<file path="src/flseq_pkg.sv">
package flseq_pkg;

  // Memory geometry
  localparam int MemMegabytes = 32;
  localparam int PageBytes    = 256;
  localparam int SectorBytes  = 4096;

  localparam int PtrW    = 26;   // write pointer and erased limit
  localparam int AddrW   = 25;   // address sent to the flash
  localparam int LenW    = 8;    // request length, written count, data offset
  localparam int PieceW  = 9;    // page program data length
  localparam int MarginW = 10;
  localparam int PageW   = $clog2(PageBytes);
  localparam int MemBytes = MemMegabytes * (1 << 20);

  // Field widths on the stream ports
  localparam int KindW    = 3;
  localparam int CmdW     = 8;
  localparam int InDataW  = 24;  // 18 bits of fields, padded to bytes
  localparam int OutDataW = 56;  // 51 bits of fields, padded to bytes

  // Configuration port
  localparam int CfgIdxW  = 2;
  localparam int CfgDataW = 10;
  localparam logic [CfgIdxW-1:0] CfgStopMargin   = 2'd0;
  localparam logic [CfgIdxW-1:0] CfgEraseOnDemand = 2'd1;
  localparam logic [CfgIdxW-1:0] CfgMaxChunk     = 2'd2;

  // SPI command bytes
  localparam logic [CmdW-1:0] CmdWren  = 8'h06;
  localparam logic [CmdW-1:0] CmdErase = 8'h21;
  localparam logic [CmdW-1:0] CmdProg  = 8'h12;
  localparam logic [CmdW-1:0] CmdRdsr  = 8'h05;
  localparam logic [CmdW-1:0] CmdNone  = 8'h00;

  typedef enum logic [1:0] {
    OpRestart = 2'd0,
    OpAppend  = 2'd1,
    OpStatus  = 2'd2
  } op_e;

  typedef enum logic [KindW-1:0] {
    KindWren  = 3'd0,
    KindErase = 3'd1,
    KindProg  = 3'd2,
    KindRdsr  = 3'd3,
    KindDone  = 3'd4
  } kind_e;

  typedef enum logic [2:0] {
    PhIdle      = 3'b001,
    PhEraseWait = 3'b010,
    PhProgWait  = 3'b100
  } phase_e;

  function automatic logic [CmdW-1:0] flash_cmd(kind_e k);
    logic [CmdW-1:0] c;
    case (k)
      KindWren:  c = CmdWren;
      KindErase: c = CmdErase;
      KindProg:  c = CmdProg;
      KindRdsr:  c = CmdRdsr;
      default:   c = CmdNone;
    endcase
    return c;
  endfunction

endpackage

</file>
<file path="src/flash_log_append_sequencer_core.sv">
// Channel   | Dir | Handshake               | Payload
// ----------+-----+-------------------------+------------------------------------------
// s_axis    | in  | tvalid / tready         | tdata: opcode, chunk_length, status_byte
// m_axis    | out | tvalid / tready / tlast | tdata: flash cmd, address, offset, length,
//           |     |                         |        near_full; tuser: kind
// cfg       | in  | cfg_we_i (no wait)      | cfg_index_i, cfg_data_i
//
// One input beat is taken per cycle while the group register is empty or
// sending its last beat. All pointer arithmetic for a beat is done in the
// accept cycle and the zero, one or three result beats land in a group
// register, which then drains one beat per cycle while m_axis_tready is high.
// The next input is taken in the cycle the last beat of a group leaves.
// rst_ni clears the pointers, the phase, the group count and the configuration registers to
// their defaults; no clearing pass is needed. Downstream stalls hold the group.
module flash_log_append_sequencer_core
  import flseq_pkg::*;
(
  input  logic                clk_i,
  input  logic                rst_ni,

  // Input items
  input  logic                s_axis_tvalid,
  output logic                s_axis_tready,
  input  logic [InDataW-1:0]  s_axis_tdata,   // [1:0] opcode, [9:2] chunk_length,
                                              // [17:10] status_byte, rest zero

  // Flash commands and completions
  output logic                m_axis_tvalid,
  input  logic                m_axis_tready,
  output logic [OutDataW-1:0] m_axis_tdata,   // [7:0] flash_opcode, [32:8] flash_address,
                                              // [40:33] data_offset, [49:41] data_length,
                                              // [50] near_full, rest zero
  output logic [KindW-1:0]    m_axis_tuser,   // kind
  output logic                m_axis_tlast,

  // Register writes
  input  logic                cfg_we_i,
  input  logic [CfgIdxW-1:0]  cfg_index_i,
  input  logic [CfgDataW-1:0] cfg_data_i
);

  // Configuration registers
  logic [MarginW-1:0] margin_q;
  logic               eod_q;
  logic [PieceW-1:0]  max_chunk_q;

  // Sequencer state
  phase_e            phase_q, phase_d;
  logic [PtrW-1:0]   wa_q, wa_d;       // write pointer
  logic [PtrW-1:0]   el_q, el_d;       // erased limit
  logic [LenW-1:0]   req_q, req_d;
  logic [LenW-1:0]   wc_q, wc_d;
  logic [PieceW-1:0] pl_q, pl_d;

  // Result group: either one beat, or write enable / command / read status
  logic [1:0]        grp_cnt_q, grp_cnt_d;   // beats still to send
  logic              grp_triple_q, grp_triple_d;
  kind_e             grp_kind_q, grp_kind_d; // single kind, or middle kind of a triple
  logic [AddrW-1:0]  grp_addr_q, grp_addr_d;
  logic [LenW-1:0]   grp_off_q, grp_off_d;
  logic [PieceW-1:0] grp_len_q, grp_len_d;
  logic              grp_nf_q, grp_nf_d;

  logic            in_acc, out_acc;
  op_e             in_op;
  logic [LenW-1:0] in_len, in_st;

  // Working values inside the comb block
  logic              start_work, start_piece;
  logic [PtrW-1:0]   diff;
  logic [PieceW-1:0] page_left, remaining, cap, piece;
  logic [PtrW-1:0]   room;
  kind_e             cur_kind;

  assign in_op  = op_e'(s_axis_tdata[1:0]);
  assign in_len = s_axis_tdata[9:2];
  assign in_st  = s_axis_tdata[17:10];

  assign s_axis_tready = (grp_cnt_q == 2'd0) || (grp_cnt_q == 2'd1 && m_axis_tready);
  assign in_acc        = s_axis_tvalid && s_axis_tready;
  assign m_axis_tvalid = (grp_cnt_q != 2'd0);
  assign out_acc       = m_axis_tvalid && m_axis_tready;

  always_comb begin
    phase_d      = phase_q;
    wa_d         = wa_q;
    el_d         = el_q;
    req_d        = req_q;
    wc_d         = wc_q;
    pl_d         = pl_q;
    grp_cnt_d    = grp_cnt_q;
    grp_triple_d = grp_triple_q;
    grp_kind_d   = grp_kind_q;
    grp_addr_d   = grp_addr_q;
    grp_off_d    = grp_off_q;
    grp_len_d    = grp_len_q;
    grp_nf_d     = grp_nf_q;
    start_work   = 1'b0;
    start_piece  = 1'b0;
    diff         = '0;
    page_left    = '0;
    remaining    = '0;
    cap          = '0;
    piece        = '0;
    room         = '0;

    if (out_acc) begin
      grp_cnt_d = grp_cnt_q - 2'd1;
    end

    if (in_acc) begin
      grp_cnt_d    = 2'd0;
      grp_triple_d = 1'b0;
      grp_addr_d   = '0;
      grp_off_d    = '0;
      grp_len_d    = '0;

      case (in_op)
        OpRestart: begin
          wa_d    = '0;
          el_d    = '0;
          req_d   = '0;
          wc_d    = '0;
          pl_d    = '0;
          phase_d = PhIdle;
        end
        OpAppend: begin
          if (phase_q == PhIdle) begin
            req_d = in_len;
            wc_d  = '0;
            if (in_len == '0) begin
              grp_cnt_d  = 2'd1;
              grp_kind_d = KindDone;
            end else begin
              start_work = 1'b1;
            end
          end
        end
        OpStatus: begin
          if (phase_q == PhEraseWait) begin
            if (in_st != '0) begin
              grp_cnt_d  = 2'd1;
              grp_kind_d = KindRdsr;
            end else begin
              el_d       = el_q + PtrW'(SectorBytes);
              start_work = 1'b1;
            end
          end else if (phase_q == PhProgWait) begin
            if (in_st != '0) begin
              grp_cnt_d  = 2'd1;
              grp_kind_d = KindRdsr;
            end else begin
              wc_d = wc_q + pl_q[LenW-1:0];
              wa_d = wa_q + PtrW'(pl_q);
              if (wc_d >= req_q) begin
                phase_d    = PhIdle;
                grp_cnt_d  = 2'd1;
                grp_kind_d = KindDone;
              end else begin
                start_piece = 1'b1;
              end
            end
          end
        end
        default: ;
      endcase

      // Erase ahead, with erase on demand set, when the erased window is not larger than the request
      if (start_work) begin
        diff = el_d - wa_d;
        if (eod_q && (diff <= PtrW'(req_d))) begin
          phase_d      = PhEraseWait;
          grp_cnt_d    = 2'd3;
          grp_triple_d = 1'b1;
          grp_kind_d   = KindErase;
          grp_addr_d   = el_d[AddrW-1:0];
        end else begin
          start_piece = 1'b1;
        end
      end

      // Piece: min of page space, bytes left and chunk cap
      if (start_piece) begin
        page_left = PieceW'(PageBytes) - PieceW'(wa_d[PageW-1:0]);
        remaining = PieceW'(req_d - wc_d);
        cap       = (max_chunk_q == '0) ? PieceW'(1) : max_chunk_q;
        piece     = page_left;
        if (remaining < piece) begin
          piece = remaining;
        end
        if (cap < piece) begin
          piece = cap;
        end
        pl_d         = piece;
        phase_d      = PhProgWait;
        grp_cnt_d    = 2'd3;
        grp_triple_d = 1'b1;
        grp_kind_d   = KindProg;
        grp_addr_d   = wa_d[AddrW-1:0];
        grp_off_d    = wc_d;
        grp_len_d    = piece;
      end

      // Near full, from the pointer as left by this beat
      room     = (wa_d >= PtrW'(MemBytes)) ? '0 : PtrW'(MemBytes) - wa_d;
      grp_nf_d = (room < (PtrW'(margin_q) << 10));
    end
  end

  always_ff @(posedge clk_i or negedge rst_ni) begin
    if (!rst_ni) begin
      margin_q     <= MarginW'(10);
      eod_q        <= 1'b1;
      max_chunk_q  <= PieceW'(250);
      phase_q      <= PhIdle;
      wa_q         <= '0;
      el_q         <= '0;
      req_q        <= '0;
      wc_q         <= '0;
      pl_q         <= '0;
      grp_cnt_q    <= '0;
      grp_triple_q <= 1'b0;
    end else begin
      if (cfg_we_i) begin
        case (cfg_index_i)
          CfgStopMargin:    margin_q    <= cfg_data_i[MarginW-1:0];
          CfgEraseOnDemand: eod_q       <= cfg_data_i[0];
          CfgMaxChunk:      max_chunk_q <= cfg_data_i[PieceW-1:0];
          default: ;
        endcase
      end
      phase_q      <= phase_d;
      wa_q         <= wa_d;
      el_q         <= el_d;
      req_q        <= req_d;
      wc_q         <= wc_d;
      pl_q         <= pl_d;
      grp_cnt_q    <= grp_cnt_d;
      grp_triple_q <= grp_triple_d;
    end
  end

  // Group payload, loaded only on accepted input
  always_ff @(posedge clk_i) begin
    grp_kind_q <= grp_kind_d;
    grp_addr_q <= grp_addr_d;
    grp_off_q  <= grp_off_d;
    grp_len_q  <= grp_len_d;
    grp_nf_q   <= grp_nf_d;
  end

  // Beat selection within a triple: write enable, command, read status
  always_comb begin
    if (!grp_triple_q) begin
      cur_kind = grp_kind_q;
    end else if (grp_cnt_q == 2'd3) begin
      cur_kind = KindWren;
    end else if (grp_cnt_q == 2'd2) begin
      cur_kind = grp_kind_q;
    end else begin
      cur_kind = KindRdsr;
    end
  end

  assign m_axis_tuser = cur_kind;
  assign m_axis_tlast = (grp_cnt_q == 2'd1);
  assign m_axis_tdata = {
    5'b0,
    grp_nf_q,
    (cur_kind == KindProg) ? grp_len_q : '0,
    (cur_kind == KindProg) ? grp_off_q : '0,
    (cur_kind == KindProg || cur_kind == KindErase) ? grp_addr_q : '0,
    flash_cmd(cur_kind)
  };

endmodule

</file>
<file path="config.mk">
export PLATFORM = sky130hd
export DESIGN_NAME = flash_log_append_sequencer_core
export DESIGN_NICKNAME = d
export VERILOG_FILES = /design/src/flseq_pkg.sv /design/src/flash_log_append_sequencer_core.sv
export SDC_FILE = /design/constraint.sdc
export NUM_CORES = 1
export LEC_CHECK = 0
export ABC_AREA = 1
export BUFFER_PORTS_ARGS = -buffer_cell sky130_fd_sc_hd__clkbuf_2
export CELL_PAD_IN_SITES_DETAIL_PLACEMENT = 0
export CELL_PAD_IN_SITES_GLOBAL_PLACEMENT = 1
export CORE_AREA = 2 2 155 195
export CTS_CLUSTER_SIZE = 10
export DETAILED_ROUTE_END_ITERATION = 10
export DIE_AREA = 0 0 157 197
export PLACE_DENSITY = 0.92
export REMOVE_ABC_BUFFERS = 1
export SLEW_MARGIN = 20
export SYNTH_ARGS = -nofsm -noshare
export SYNTH_HDL_FRONTEND = slang
export SYNTH_SLANG_ARGS = --single-unit
</file>
<file path="constraint.sdc">
create_clock -name clk_i -period 7.3 [get_ports clk_i]
set_clock_uncertainty 0.15 [all_clocks]
set_input_delay 1.095 -clock clk_i [delete_from_list [all_inputs] [get_ports clk_i]]
set_output_delay 1.095 -clock clk_i [all_outputs]
set_load 0.01 [all_outputs]
</file>
Yosys cells after proc, flatten, opt, wreduce, memory -nomap -nowiden

Index checks and enable logic that the tools add are counted.

Word-level logic and storage cells: 147
Flip-flop bits (word level): 149
Input port bits: 41
Output and inout bits: 62

Equal/unequal tests: 13
Reduce and logical (&&, ||, !) cells: 20
Mux-type cells: 84
Add/sub/neg operators: 8
$lt $le $gt $ge: 6

Operators by type and width:

| operator               | number |
|---|---|
| $mux 26                | 8 |
| $pmux 26 s2            | 2 |
| $mux 25                | 4 |
| $mux 9                 | 8 |
| $mux 8                 | 8 |
| $mux 3                 | 19 |
| $add 26x13->26 const B | 1 |
| $add 26x9->26          | 1 |
| $ge 26x26->1 const B   | 1 |
| $le 26x8->1            | 1 |
| $lt 26x20->1           | 1 |
| $sub 26x26->26         | 1 |
| $sub 26x26->26 const A | 1 |
| $pmux 6 s4             | 1 |
| $pmux 8 s3             | 1 |
| $mux 1                 | 22 |
| $lt 9x9->1             | 2 |
| $pmux 8 s2             | 1 |
| $mux 2                 | 6 |
| $pmux 3 s2             | 2 |
| $eq 3x2->1 const B     | 3 |
| $logic_not 9->1        | 1 |
| $sub 8x8->9            | 1 |
| $sub 9x8->9 const A    | 1 |
| 17 further kinds       | 34 |

Longest topological paths before layout

Depth in word-level cells: 17
Depth in mapped cells: 39
Gate-level depth less buffers: 37

Least setup slack after synthesis

OpenSTA, ideal clock, no wires.

Path type: input port to flip-flop
Start: input port s_axis_tdata[17]
End: register grp_len_q[7], data pin
Setup slack: 1.064 ns
Stages on the path: 36
Required time: 6.895 ns
Arrival: 5.831 ns
Path buffers: 2
Cell sequence: nor2_1 > nand2_1 > nor2_4 > nand2_2 > buf_6 > nor2_1 > inv_1 > o31ai_1 > a21oi_1 > inv_1 > ha_1 > inv_1 > fa_1 > a21oi_1 > o21bai_1 > a21oi_1 > o21bai_1 > nand2_1 > nand2_1 > a21oi_1 > ha_1 > a21oi_1 > o21ai_0 > a21oi_1 > nand2_2 > clkbuf_1 > o21ai_0 > ha_1 > a21oi_1 > nor2_1 > a211oi_1 > o221a_2 > nand2_2 > inv_4 > o21ai_2 > and2_1

Longest elaborated chain between the ends: 13
Elaborated cells between the ends (all ways): 37
Those cells by class: add/sub (3); order compare (3); mux (29); reduce/logical (2)

RTL lines:

| element                                           | RTL line                                                                       | text |
|---|---|---|
| start, declared                                   | flash_log_append_sequencer_core.sv:24                                          | `input logic [InDataW-1:0] s_axis_tdata,` |
| $reduce_bool 8->1 (*)                             | flash_log_append_sequencer_core.sv:141, flash_log_append_sequencer_core.sv:149 |  |
| $mux 26 / $mux 8 (equally long branches)          | flash_log_append_sequencer_core.sv:149                                         | `if (in_st != '0) begin` |
| $mux 26 / $mux 8 (equally long branches)          | flash_log_append_sequencer_core.sv:148                                         | `end else if (phase_q == PhProgWait) begin` |
| $mux 26 / $mux 8 (equally long branches)          | flash_log_append_sequencer_core.sv:140                                         | `if (phase_q == PhEraseWait) begin` |
| $pmux 26 s2 / $pmux 8 s3 (equally long branches)  | flash_log_append_sequencer_core.sv:118                                         | `case (in_op)` |
| $mux 26 / $mux 8 (equally long branches)          | flash_log_append_sequencer_core.sv:111                                         | `if (in_acc) begin` |
| $sub 9x8->9 / $sub 8x8->9 (equally long branches) | flash_log_append_sequencer_core.sv:184, flash_log_append_sequencer_core.sv:185 |  |
| $lt 9x9->1                                        | flash_log_append_sequencer_core.sv:188                                         | `if (remaining < piece) begin` |
| $mux 9                                            | flash_log_append_sequencer_core.sv:188                                         |  |
| $mux 9                                            | flash_log_append_sequencer_core.sv:183                                         | `if (start_piece) begin` |
| $mux 9                                            | flash_log_append_sequencer_core.sv:111                                         |  |
| $lt 9x9->1                                        | flash_log_append_sequencer_core.sv:191                                         | `if (cap < piece) begin` |
| $mux 9                                            | flash_log_append_sequencer_core.sv:191                                         |  |
| end signal, assigned                              | flash_log_append_sequencer_core.sv:248                                         | `grp_len_q <= grp_len_d;` |
| end, declared                                     | flash_log_append_sequencer_core.sv:61                                          | `logic [PieceW-1:0] grp_len_q, grp_len_d;` |

Every way passes the cells marked *; elsewhere a longest branch is shown, timed or not. The select of a mux whose other input is x is not followed.
A chain may end at the register's enable or synchronous reset.

Worst setup path after layout

Same ends and word-level chain as after synthesis.

==> flow_summary.yaml <==
run_status:
  status: "finished, final reports clean"
synthesis:
  synth-async-reset-ratio_pct: 69.1
  postSynthAreaPerCell_um2: 6.93
  synth_area_um2: 13000
  ys_seq_elements: 149
  yosysTopAreaCellShare_pct: 17.9
  yosysWarnings: 0
  ys_seq_area_share_pct: 30.6
  synth_enable_flop_cells: 46
  yosys.area.top_type: "dfrtp_1"
  synth_cell_types: 62
  synth_top_flop_cell: "dfrtp_1"
  synthTopCellsByCount: "nand2_1, inv_1, nor2_1, o21ai_0, nand3_1"
  synthCells: 1872
  yosys-top-cells-area: "dfrtp_1, nand2_1, edfxtp_1"
  yosysMostFrequentCell: "nand2_1"
final_layout:
  final_cell_area_um2: 14400
  nets: 2101
  area_delta_synth_final_pct: 11.3
  regArea_um2: 3970
  nFillCells: 2960
  drive_gt1_share_pct: 12.3
  diodes: 0
  multi_input_area_um2: 7510
power:
  powerDensity_nw_per_um2: 521
  worst_ir_drop_vdd_mv: 0.393
  p_leak_nw: 7.67
worst_setup_path:
  worst-path-buf-inv: 5
  rrSetupSlack_ns: 0.79
  cp_num_cells: 35
  crit_path_max_fanout: 18
  critPathMaxStageDelay_ns: 0.39
  worstPathRequired_ns: 7.34
  r2r_cells: 33
  endpoint_kind: "flip-flop"
  cpMostUsedCell: "a21oi_1"
  slowest_stage: "fa_1"
  worst_setup_path_start_kind: "input pin"
  critPathKind: "in2reg"
  critPathArrivalTime_ns: 6.76
  crit_family: "compound AO/OA/AOI/OAI gates"
global_route:
  grt_max_degree: 70
  grt_remaining_overflow: 0
  grt_pass1_wl_mm: 60.0
  antenna_found_initial: 0
  grt_util_all_layers_pct: 24.6
  first_global_vias: 11900
timing:
  slew_viol_final: 0
  clock.fmax_ghz: 0.149
  rsz0062_at_grt: "false"
  setup_viol: 0
  fin_crit_sh_pct: 92.0
  finalSetupTns_ns: 0
  finalHoldViolCount: 0
  slew_headroom_pct: 38.5
  tightest_slew_ns: 0.913
  fin_crit_ns: 6.72
routing:
  drtIter0Drc: 830
  first_pass_iters: 6
  viasPerCell: 5.22
  vias: 12300
  avgRoutedWirePerCell_um: 15.7
  ant_nets: 0
  drc: 0
  drt_wl_total_mm: 37.1
clocking:
  clock-sinks: 149
  postCtsHoldBufs: 0
  postCtsSetupBuffers: 0
  clock_latency_ns: 0.44
  cts.reportedPaths.clkPinSlew_ns: 0.07
  clk_path_buf_depth: 2
  root_buffer: "clkbuf_16"
  cts-htree-levels: 4
  cts_tree: "done"
  cts_made_buffers: 17
worst_hold_path:
  hold_path.class: "reg2reg"
  worstHoldPathCells: 2
floorplan:
  initial_utilization_pct: 44.7
  ioPinCount: 103
  die_w_um: 157
  rows: 70
  core_area_um2: 29000
  fp.dieH_um: 197
  dieArea_um2: 30900
placement:
  place_congestion: 0.916
  dp_hpwl_mm: 29.1
  dpl-instance-area_um2: 13800
  io_buffers: 88
job:
  max-cap-violations: 0
==> area by class of cell <==
class | instances | share of cell area [%]
clock buffers | 22 | 3.22
multi-input cells | 1361 | 52.0
flip-flops and latches | 149 | 27.5
clock inverters | 10 | 1.17
well taps | 396 | 3.43
repair buffers | 113 | 4.37
inverters | 314 | 8.26
==> layer usage <==
| metal | share of wire (%) | global-route usage, % | wire length, um | vias to the layer above |
|---|---|---|---|---|
| met5 | 0 | 0 | 0 | - |
| met4 | 5.4 | 13.1 | 2000 | 0 |
| met3 | 3.8 | 2.66 | 1420 | 93 |
| met2 | 49 | 43.0 | 18100 | 339 |
| met1 | 42 | 29.7 | 15600 | 5694 |
| li1 | - | - | - | 6211 |
==> kinds of logic (layout without fill, tap and decap cells) <==
family	count (synthesis)	after routing	synth area share, %
AND/OR/NAND/NOR	925	925	31.3
other	1	8	0.0289
XOR/XNOR	36	36	2.43
buffers and inverters	369	459	11.8
adder cells (fa/ha/maj)	104	104	10.3
flip-flops	149	149	30.6
AO/OA/AOI/OAI	288	288	13.6
==> worst reg2reg max path: cells and delay by family (launching register included) <==
family | cells | cell delay [ns]
buf+inv | 6 | 0.69
simple gates | 9 | 1.35
fa+ha+maj | 4 | 1.12
flops | 1 | 0.58
compound gates | 14 | 2.37
==> repair_timing <==
item,CTS,global route
gates resized for setup,0,4
hold endpoints to repair,0,0
setup endpoints to repair,0,11
==> worst paths after layout <==
kind / from / to
worst min-delay path: el_q[6]$_DFFE_PN0P_ / el_q[6]$_DFFE_PN0P_
worst max register to register: phase_q[0]$_DFFE_PN1P_ / grp_len_q[7]$_SDFFCE_PN0P_
min in group asynchronous: rst_ni / grp_cnt_q[1]$_DFFE_PN0P_
worst max-delay path: s_axis_tdata[17] / grp_len_q[7]$_SDFFCE_PN0P_
max in group asynchronous: rst_ni / margin_q[9]$_DFFE_PN0P_
worst min register to register: el_q[6]$_DFFE_PN0P_ / el_q[6]$_DFFE_PN0P_
==> per-stage QoR <==
stage                     instances  total power, mW  setup slack [ns]  util, %  hold slack (ns)
final                          2365             7.53             0.581     49.8            0.323
after global placement         2333             6.36             0.292     47.6            0.298
after CTS                      2365             7.50             0.530     49.8            0.323
after floorplan                1824             5.22              1.04        -            0.286
after detailed placement       2333             6.49             0.107     47.6            0.304
after global routing           2365             8.35            0.0327     49.8            0.339
==> cells in the final DEF (no fill, tap or decap), types with 8 or more instances in the layout <==
master / n
nor3_1: 22
dfrtp_1: 93
o22ai_2: 21
nor2_4: 9
nand4_1: 43
clkbuf_16: 17
nand3_1: 105
clkbuf_2: 87
inv_1: 302
nand3b_1: 13
o21ai_0: 120
edfxtp_1: 46
conb_1: 8
nand2_1: 473
o21ai_1: 8
a21oi_1: 80
nand2_2: 15
dfstp_2: 10
buf_4: 26
xor2_1: 29
nor2_1: 211
ha_1: 100
o21bai_1: 9
==> where the power goes <==
part | leakage (nW) | switching, mW | internal (mW)
sequential | 1.82 | 0.152 | 1.08
clock | 0.310 | 0.381 | 0.595
combinational | 5.54 | 3.49 | 1.83
==> flip-flops by register name (all words and copies together) (netlist names) <==
signal	cells
wc_q	8
grp_triple_q	1
grp_len_q	9
grp_kind_q	3
grp_off_q	8
max_chunk_q	9
pl_q	9
grp_cnt_q	2
wa_q	26
margin_q	10
el_q	26
eod_q	1
grp_nf_q	1
phase_q	3
req_q	8
grp_addr_q	25
No activity file was read; power rests on OpenSTA's default activity.
